[src/rtl/calendar_minute_counter_assert.svh]
// Assertion macros for the calendar minute counter.
`ifndef CALENDAR_MINUTE_COUNTER_ASSERT_SVH
`define CALENDAR_MINUTE_COUNTER_ASSERT_SVH

// Same-cycle implication, checked outside reset.
`define CMC_ASSERT_IMPLIES(lbl, ante, cons) \
   lbl: assert property (@(posedge clock) disable iff (reset) (ante) |-> (cons)) \
      else $error("cmc: same-cycle check failed");

// Next-cycle implication, checked outside reset.
`define CMC_ASSERT_NEXT(lbl, ante, cons) \
   lbl: assert property (@(posedge clock) disable iff (reset) (ante) |=> (cons)) \
      else $error("cmc: next-cycle check failed");

`endif

[src/rtl/cmc_pkg.sv]
// Shared types, constants and calendar functions for the calendar minute counter.
`timescale 1ns / 1ps

package cmc_pkg;

   localparam logic REQ_TICK = 1'b0;
   localparam logic REQ_LOAD = 1'b1;

   localparam logic [5:0]  MINUTE_LAST = 6'd59;
   localparam logic [4:0]  HOUR_LAST   = 5'd23;
   localparam logic [4:0]  HOUR_PM     = 5'd12;
   localparam logic [3:0]  MONTH_FEB   = 4'd2;
   localparam logic [3:0]  MONTH_LAST  = 4'd12;
   localparam logic [13:0] YEAR_LAST   = 14'd9999;
   localparam logic [4:0]  DAYS_FEB    = 5'd28;
   localparam logic [4:0]  DAYS_LEAP   = 5'd29;
   localparam logic [4:0]  DAYS_SHORT  = 5'd30;
   localparam logic [4:0]  DAYS_LONG   = 5'd31;

   // floor(y/25) = (y * 5243) >> 17, exact for every 14-bit y
   localparam logic [27:0] DIV25_MUL   = 28'd5243;
   localparam int          DIV25_SHIFT = 17;
   localparam logic [13:0] DIV25_DIV   = 14'd25;

   typedef struct packed {
      logic        valid;
      logic [13:0] year;
      logic [3:0]  month;
      logic [4:0]  day;
      logic [4:0]  hour;
      logic [5:0]  minute;
   } cal_type;

   localparam cal_type CAL_RESET = '{
      valid:  1'b0,
      year:   14'd0,
      month:  4'd1,
      day:    5'd1,
      hour:   5'd0,
      minute: 6'd0
   };

   // Gregorian rule: div by 400 = div by 16 and 25; div by 100 = div by 4 and 25
   function automatic logic is_leap(input logic [13:0] y);
      logic [27:0] prod;
      logic [9:0]  quot;
      logic [13:0] back;
      logic        div25;
      prod  = 28'(y) * DIV25_MUL;
      quot  = prod[DIV25_SHIFT +: 10];
      back  = 14'({4'd0, quot} * DIV25_DIV);
      div25 = (back == y);
      return (y[1:0] == 2'd0) && (!div25 || (y[3:0] == 4'd0));
   endfunction

   // Months outside 1..12 count as long months
   function automatic logic [4:0] days_in(input logic [3:0] m, input logic leap);
      logic [4:0] len;
      len = DAYS_LONG;
      if (m == MONTH_FEB) begin
         len = leap ? DAYS_LEAP : DAYS_FEB;
      end else if (m inside {4'd4, 4'd6, 4'd9, 4'd11}) begin
         len = DAYS_SHORT;
      end
      return len;
   endfunction

endpackage

[src/rtl/calendar_minute_counter.sv]
// Top level of the calendar minute counter: input register, time state, result register.
//
//   channel | handshake            | payload
//   req     | req_valid, req_stall | req_type, req_load_*
//   rsp     | rsp_valid, rsp_stall | rsp_out_*
//
// One transaction per cycle sustained while rsp_stall is low; a request passes
// the input register, then the result register, around one carry chain.
// Reset is synchronous: time goes invalid at 0000-01-01 00:00, both stages empty.
// A stalled result holds the input stage; req_stall rises only when both stages are full.
`timescale 1ns / 1ps
`include "calendar_minute_counter_assert.svh"

module calendar_minute_counter (
   input  logic        clock,
   input  logic        reset,
   input  logic        req_valid,
   output logic        req_stall,
   input  logic        req_type,
   input  logic        req_load_valid,
   input  logic [13:0] req_load_year,
   input  logic [3:0]  req_load_month,
   input  logic [4:0]  req_load_day,
   input  logic [4:0]  req_load_hour,
   input  logic [5:0]  req_load_minute,
   output logic        rsp_valid,
   input  logic        rsp_stall,
   output logic        rsp_out_valid,
   output logic [13:0] rsp_out_year,
   output logic [3:0]  rsp_out_month,
   output logic [4:0]  rsp_out_day,
   output logic [4:0]  rsp_out_hour,
   output logic [5:0]  rsp_out_minute,
   output logic        rsp_out_pm
);
   import cmc_pkg::*;

   logic    s1_vld_ff;
   logic    s1_load_ff;
   cal_type s1_cal_ff;
   cal_type cal_ff;
   cal_type cal_in;
   logic    out_vld_ff;
   cal_type out_cal_ff;
   logic    out_pm_ff;
   logic    advance;

   assign advance   = !out_vld_ff || !rsp_stall;
   assign req_stall = s1_vld_ff && !advance;

   cmc_step u_step (
      .load     (s1_load_ff),
      .load_cal (s1_cal_ff),
      .cur      (cal_ff),
      .nxt      (cal_in)
   );

   always_ff @(posedge clock) begin
      if (reset) begin
         s1_vld_ff <= 1'b0;
      end else if (!req_stall) begin
         s1_vld_ff <= req_valid;
      end
      if (req_valid && !req_stall) begin
         s1_load_ff       <= req_type;
         s1_cal_ff.valid  <= req_load_valid;
         s1_cal_ff.year   <= req_load_year;
         s1_cal_ff.month  <= req_load_month;
         s1_cal_ff.day    <= req_load_day;
         s1_cal_ff.hour   <= req_load_hour;
         s1_cal_ff.minute <= req_load_minute;
      end
   end

   // State commits together with the result register
   always_ff @(posedge clock) begin
      if (reset) begin
         out_vld_ff <= 1'b0;
         cal_ff     <= CAL_RESET;
      end else if (advance) begin
         out_vld_ff <= s1_vld_ff;
         if (s1_vld_ff) begin
            cal_ff <= cal_in;
         end
      end
      if (advance && s1_vld_ff) begin
         out_cal_ff <= cal_in;
         out_pm_ff  <= cal_in.valid && (cal_in.hour >= HOUR_PM);
      end
   end

   assign rsp_valid      = out_vld_ff;
   assign rsp_out_valid  = out_cal_ff.valid;
   assign rsp_out_year   = out_cal_ff.year;
   assign rsp_out_month  = out_cal_ff.month;
   assign rsp_out_day    = out_cal_ff.day;
   assign rsp_out_hour   = out_cal_ff.hour;
   assign rsp_out_minute = out_cal_ff.minute;
   assign rsp_out_pm     = out_pm_ff;

   `CMC_ASSERT_IMPLIES(a_invalid_is_reset, !cal_ff.valid, cal_ff == CAL_RESET)
   `CMC_ASSERT_IMPLIES(a_pm_consistent, out_vld_ff && out_pm_ff,
                       out_cal_ff.valid && (out_cal_ff.hour >= HOUR_PM))
   `CMC_ASSERT_NEXT(a_result_tracks_state, advance && s1_vld_ff, out_vld_ff && (out_cal_ff == cal_ff))

endmodule

[src/rtl/cmc_step.sv]
// Next-state logic: applies one tick or load to the held date and time.
`timescale 1ns / 1ps

module cmc_step (
   input  logic             load,
   input  cmc_pkg::cal_type load_cal,
   input  cmc_pkg::cal_type cur,
   output cmc_pkg::cal_type nxt
);
   import cmc_pkg::*;

   logic       min_wrap;
   logic       hour_wrap;
   logic       day_wrap;
   logic       month_wrap;
   logic       year_ovf;
   logic [5:0] day_inc;
   logic [4:0] month_len;

   assign month_len  = days_in(cur.month, is_leap(cur.year));
   assign day_inc    = {1'b0, cur.day} + 6'd1;
   assign min_wrap   = (cur.minute >= MINUTE_LAST);
   assign hour_wrap  = (cur.hour >= HOUR_LAST);
   assign day_wrap   = (day_inc > {1'b0, month_len});
   assign month_wrap = (cur.month >= MONTH_LAST);
   assign year_ovf   = (cur.year >= YEAR_LAST);

   always_comb begin
      nxt = cur;
      if (load == REQ_LOAD) begin
         nxt = load_cal.valid ? load_cal : CAL_RESET;
      end else if (cur.valid) begin
         nxt.minute = min_wrap ? 6'd0 : cur.minute + 6'd1;
         if (min_wrap) begin
            nxt.hour = hour_wrap ? 5'd0 : cur.hour + 5'd1;
            if (hour_wrap) begin
               nxt.day = day_wrap ? 5'd1 : day_inc[4:0];
               if (day_wrap) begin
                  nxt.month = month_wrap ? 4'd1 : cur.month + 4'd1;
                  if (month_wrap) begin
                     if (year_ovf) begin
                        // past the last year: pin to the final minute
                        nxt.year   = YEAR_LAST;
                        nxt.month  = MONTH_LAST;
                        nxt.day    = DAYS_LONG;
                        nxt.hour   = HOUR_LAST;
                        nxt.minute = MINUTE_LAST;
                     end else begin
                        nxt.year = cur.year + 14'd1;
                     end
                  end
               end
            end
         end
      end
   end

endmodule
[config.mk]
export PLATFORM = sky130hd
export DESIGN_NAME = calendar_minute_counter
export DESIGN_NICKNAME = d
export VERILOG_FILES = /design/src/rtl/cmc_pkg.sv /design/src/rtl/calendar_minute_counter.sv /design/src/rtl/cmc_step.sv
export VERILOG_INCLUDE_DIRS = /design/src /design/src/rtl
export SDC_FILE = /design/constraint.sdc
export NUM_CORES = 1
export LEC_CHECK = 0
export CAP_MARGIN = 0
export CORE_ASPECT_RATIO = 2
export CORE_MARGIN = 2
export CORE_UTILIZATION = 55
export CTS_BUF_LIST = sky130_fd_sc_hd__clkbuf_16
export CTS_CLUSTER_SIZE = 8
export DETAILED_ROUTE_END_ITERATION = 12
export DONT_BUFFER_PORTS = 1
export PLACE_DENSITY_LB_ADDON = 0.1
export SETUP_SLACK_MARGIN = 0.2
export SLEW_MARGIN = 0
export SYNTH_ARGS = -nofsm -noshare
export SYNTH_HDL_FRONTEND = slang
export SYNTH_SLANG_ARGS = --single-unit
[constraint.sdc]
create_clock -name clock -period 23.1 [get_ports clock]
set_clock_uncertainty 0.15 [all_clocks]
set_input_delay 1.155 -clock clock [delete_from_list [all_inputs] [get_ports clock]]
set_output_delay 1.155 -clock clock [all_outputs]
set_load 0.02 [all_outputs]
==> results of run 1 <==
-- registers in the layout, indices dropped and copies added (netlist names) --
register	flops
rsp_out_minute	6
rsp_out_hour	5
s1_load_ff	1
cal_ff	35
rsp_out_pm	1
rsp_valid	1
rsp_out_month	4
rsp_out_day	5
s1_vld_ff	1
rsp_out_year	14
s1_cal_ff	35
rsp_out_valid	1
-- per-layer routing --
metal	track usage, %	vias to the layer above
met2	54.9	158
met4	17.6	0
met1	25.0	3367
met5	0	-
li1	-	3285
met3	2.42	67
-- synthesized netlist by cell type (7+ instances only) --
master    number  share of area (%)
inv_1        139                5.4
clkbuf_1      19               0.74
nor2_1        52                2.0
a21oi_1       58                3.0
and3_1         7               0.46
xor2_1         8               0.73
a211oi_1      15                1.2
o21ai_0       42                2.2
nand2_1       68                2.7
nor3_1        14               0.73
fa_1          68                 14
a31oi_1        9               0.59
nand3_1       20                1.0
dfxtp_1       37                7.7
o21a_1         7               0.55
a21o_1        12               0.94
edfxtp_1      72                 23
ha_1         155                 20
xnor2_1       38                3.5
-- stage by stage --
| step | instance area [um^2] | util [%] | power (uW) |
|---|---|---|---|
| floorplan | 9600 | - | 424 |
| CTS | 10100 | 58.6 | 645 |
| finish | 10100 | 58.6 | 641 |
| global route | 10100 | 58.6 | 685 |
| detailed placement | 9780 | 56.9 | 492 |
| global placement | 9780 | 56.9 | 490 |
-- power breakdown --
group	total [uW]	internal [uW]	switching, uW
sequential	237	220	16.6
combinational	253	105	147
clock	152	83.4	68.5
total	641	409	232
-- layout make-up --
cell class	count	area, um^2
Inverter	140	526
Clock buffer	9	225
Multi-Input combinational cell	676	6060
Fill cell	1533	7120
Sequential cell	109	2900
Timing Repair Buffer	4	30.0
Tap cell	210	263
Clock inverter	7	66.3
-- tightest hold or removal path: cells and delay by family (launching register included) --
family | cells | cell delay [ns]
AOI/OAI and AO/OA | 1 | 0.05
and+or+nand+nor | 1 | 0.07
DFF | 1 | 0.35
-- cell families (layout without fill, tap and decap cells) --
family / after synthesis / count (layout) / synth area share (%)
AOI/OAI and AO/OA: 204 / 204 / 14.1
xor gates and xnor gates: 47 / 47 / 4.43
adders and majority gates: 223 / 223 / 34.4
buffers and inverters: 167 / 160 / 6.73
DFF: 109 / 109 / 30.2
and+or+nand+nor: 202 / 202 / 10.2
-- worst paths after layout --
check	to	slack [ns]	cells after the start	start
setup / recovery	cal_ff[24]$_SDFFE_PP0P_	11.35	41	cal_ff[31]$_SDFFE_PP0P_
hold / removal	rsp_valid$_SDFFE_PP0N_	0.35	2	s1_vld_ff$_SDFFE_PP0N_
setup reg to reg	cal_ff[24]$_SDFFE_PP0P_	11.35	41	cal_ff[31]$_SDFFE_PP0P_
hold reg to reg	rsp_valid$_SDFFE_PP0N_	0.35	2	s1_vld_ff$_SDFFE_PP0N_
==> run summary, run 1 <==
CP bufs+invs = 8
RSZ-0062 raised after global routing = no
Max FO, Critical Path = 12
Crit end category = flop
Die footprint = 18600 um^2
Pre-CTS setup slack = 11.45 ns
Sum Neg Setup Slack = 0 ns
CP max-delay cell = dfxtp_1
Crit start category = flop
Number of flops mapped to enable cells by yosys = 72
Synthesized net count = 1215
Register area share after synthesis = 30.2%
Most frequent cells in the layout = ha_1, inv_1, edfxtp_1, nand2_1, fa_1
Yosys cell types = 70
Primary flip-flop cell chosen by synthesis mapping = edfxtp_1
Worst-skew pair later-pin latency = 0.35 ns
Top Ports = 78
Ys async rst share = 0%
Die Height = 191 um
IO buf count = 0
Routability cong. = 0.903
Initial antenna violation count = 0
P_leak = 0.00467 uW
Worst EP arrival = 11.85 ns
GR Overflow Total = 0
Final Critical Period = 11.75 ns
Syn Std Cell Area = 9600 um^2
Initial cell density of the core = 55.8%
DR WL met2 = 14.4 mm
Met3 Wirelength = 510 um
Initial DRC count = 293
Met1 Wirelength = 7.98 mm
Slew @ Worst Pin = 0.980 ns
Fmax = 85.1 MHz
Fin crit share = 50.9%
Detailed Route WL = 24.6 mm
Vias/cell = 5.95
Hold Path Class = flop to flop
Largest net degree at the start of global routing = 54
PD cells = 63.7 nW/um^2
Most frequent CP cell = inv_1
CP peak stage delay = 0.75 ns
Clock sinks = 109
Required @ worst endpoint = 23.20 ns
Maxcap violations = 0
Diodes inserted = 0
Rel. slew slack = 34.5%
Vias in the first global route = 7438
CTS tree = yes
Worst-path clk slew = 0.08 ns
Row cnt = 68
Cts bufs inserted = 9
Die X = 97.4 um
Highest layer used for signal routing = met4
First-pass GRT wire length = 38.7 mm
Postcts setup bufs = 0
Nets = 1203
Final setup violation count = 0
HPWL after DPL = 20.1 mm
Hold-fix buffers, CTS = 0
CTS Root Cell = clkbuf_16
Yosys warning total = 0
Placed cells = 1139
Via Count = 6877
Status = completed
Area delta synth->final = 4.92%
Wire per inst = 21.3 um
GRT Total Usage = 27.2%
Drt first pass iters = 5
Clock Path Buffers = 2
Commonest non-fill, non-tap cell in the layout = ha_1
H-tree level count = 3
Number of antenna-violating nets in the routed design = 0
Final hold vios = 0
Final worst slack = 11.35 ns
Post-route DRC = 0
Synth Area per Inst = 10.1 um^2
Crit Path Category = flop to flop
Worst hold slack = 0.354 ns
Layout cells sized above 1 = 3.60%
Synth Register Bits = 109
Post-synthesis cell count = 952
Critical path's top delay family = adder cells
Core Region = 17200 um^2
Max VDD drop = 0.0000690 V
Post-Layout Cell Count = 1155
Final max-slew violation count = 0
CTS resizes = 0
No activity file was read; power rests on OpenSTA's default activity.
==> run 2: changes to the inputs <==
==> constraint.sdc (replaced) <==
create_clock -name clock -period 10.9 [get_ports clock]
set_clock_uncertainty 0.15 [all_clocks]
set_input_delay 0.545 -clock clock [delete_from_list [all_inputs] [get_ports clock]]
set_output_delay 0.545 -clock clock [all_outputs]
set_load 0.02 [all_outputs]
==> run summary, run 2 (synthesis results as in run 1) <==
Required @ worst endpoint = 10.87 ns
Routability cong. = 0.925
Nets = 1263
Final hold vios = 0
H-tree level count = 3
First-pass GRT wire length = 39.2 mm
Hold Path Class = primary input to flop
Layout cells sized above 1 = 13.1%
Clock sinks = 109
Post-Layout Cell Count = 1215
Top Ports = 78
Rel. slew slack = 31.5%
Diodes inserted = 0
Final Critical Period = 10.30 ns
Via Count = 7141
Sum Neg Setup Slack = 0 ns
Core Region = 17200 um^2
Max FO, Critical Path = 9
CP bufs+invs = 10
Initial DRC count = 277
Die Height = 191 um
Placed cells = 1197
Worst-skew pair later-pin latency = 0.35 ns
Clock Path Buffers = 2
P_leak = 0.00504 uW
Status = completed
PD cells = 132 nW/um^2
GR Overflow Total = 0
Vias in the first global route = 7728
Slew @ Worst Pin = 1.03 ns
Fin crit share = 94.5%
Commonest non-fill, non-tap cell in the layout = ha_1
Final max-slew violation count = 0
Drt first pass iters = 4
Die footprint = 18600 um^2
Vias/cell = 5.88
Row cnt = 68
Wire per inst = 20.5 um
Number of antenna-violating nets in the routed design = 0
Crit start category = flop
Critical path's top delay family = adder cells
Detailed Route WL = 24.9 mm
Area delta synth->final = 11.6%
Largest net degree at the start of global routing = 66
Worst-path clk slew = 0.07 ns
Hold-fix buffers, CTS = 0
Final setup violation count = 0
Most frequent cells in the layout = ha_1, inv_1, edfxtp_1, nand2_1, fa_1
Max VDD drop = 0.000144 V
Initial antenna violation count = 0
Initial cell density of the core = 55.8%
CTS Root Cell = clkbuf_16
Fmax = 97.1 MHz
RSZ-0062 raised after global routing = no
Pre-CTS setup slack = 0.0323 ns
CP max-delay cell = fa_1
Final worst slack = 0.603 ns
Die X = 97.4 um
HPWL after DPL = 20.3 mm
Cts bufs inserted = 9
Post-route DRC = 0
GRT Total Usage = 27.4%
Maxcap violations = 0
Crit end category = flop
Worst EP arrival = 10.26 ns
IO buf count = 0
CTS tree = yes
Crit Path Category = flop to flop
Most frequent CP cell = ha_1
CP peak stage delay = 0.54 ns
-- run 2: cell types whose count changed in the layout (fill, tap and decap cells not counted), sizes merged --
| cell | delta |
|---|---|
| buf | +60 |
| clkinv | -2 |
| inv | +2 |
-- run 2: final timing paths --
kind	from	to	slack, ns	cells past startpoint
setup / recovery	cal_ff[29]$_SDFFE_PP0P_	rsp_out_year[10]$_DFFE_PP_	0.60	41
hold / removal	reset	cal_ff[2]$_SDFFE_PP0P_	0.11	1
setup reg to reg	cal_ff[29]$_SDFFE_PP0P_	rsp_out_year[10]$_DFFE_PP_	0.60	41
hold reg to reg	cal_ff[1]$_SDFFE_PP0P_	cal_ff[1]$_SDFFE_PP0P_	0.35	2
-- run 2: power by group --
| group | internal (uW) | switching, uW |
|---|---|---|
| clock network | 177 | 147 |
| registers | 467 | 26.4 |
| logic | 267 | 334 |
-- run 2: stage by stage --
stage          utilization (%)  hold WS, ns  instance area [um^2]  total power, uW
2_1_floorplan                -        0.300                  9600              899
3_3_place_gp              59.5        0.321                 10200             1060
3_5_place_dp              59.5        0.330                 10200             1070
4_1_cts                   61.3        0.102                 10500             1400
5_1_grt                   62.3        0.107                 10700             1520
6_report                  62.3        0.113                 10700             1420
-- run 2: what timing repair did --
item / 4_1_cts / 5_1_grt
resized for setup: 6 / 45
endpoints found under the setup margin: 25 / 63
setup buffers: 0 / 2
endpoints found under the hold margin: 0 / 0
pin swaps: 0 / 15
-- run 2: final cells by class --
type                            instances  area [um^2]
Multi-Input combinational cell        676         6210
Inverter                              140          526
Fill cell                            1482         6480
Clock inverter                          7         65.1
Sequential cell                       109         2910
Tap cell                              210          263
Clock buffer                            9          225
Timing Repair Buffer                   64          504
-- run 2: layer usage --
| layer | routed length, um | track usage [%] |
|---|---|---|
| met2 | 14600 | 55.5 |
| met4 | 1710 | 18.0 |
| met3 | 626 | 2.42 |
| met1 | 8000 | 25.1 |
| met5 | 0 | 0 |
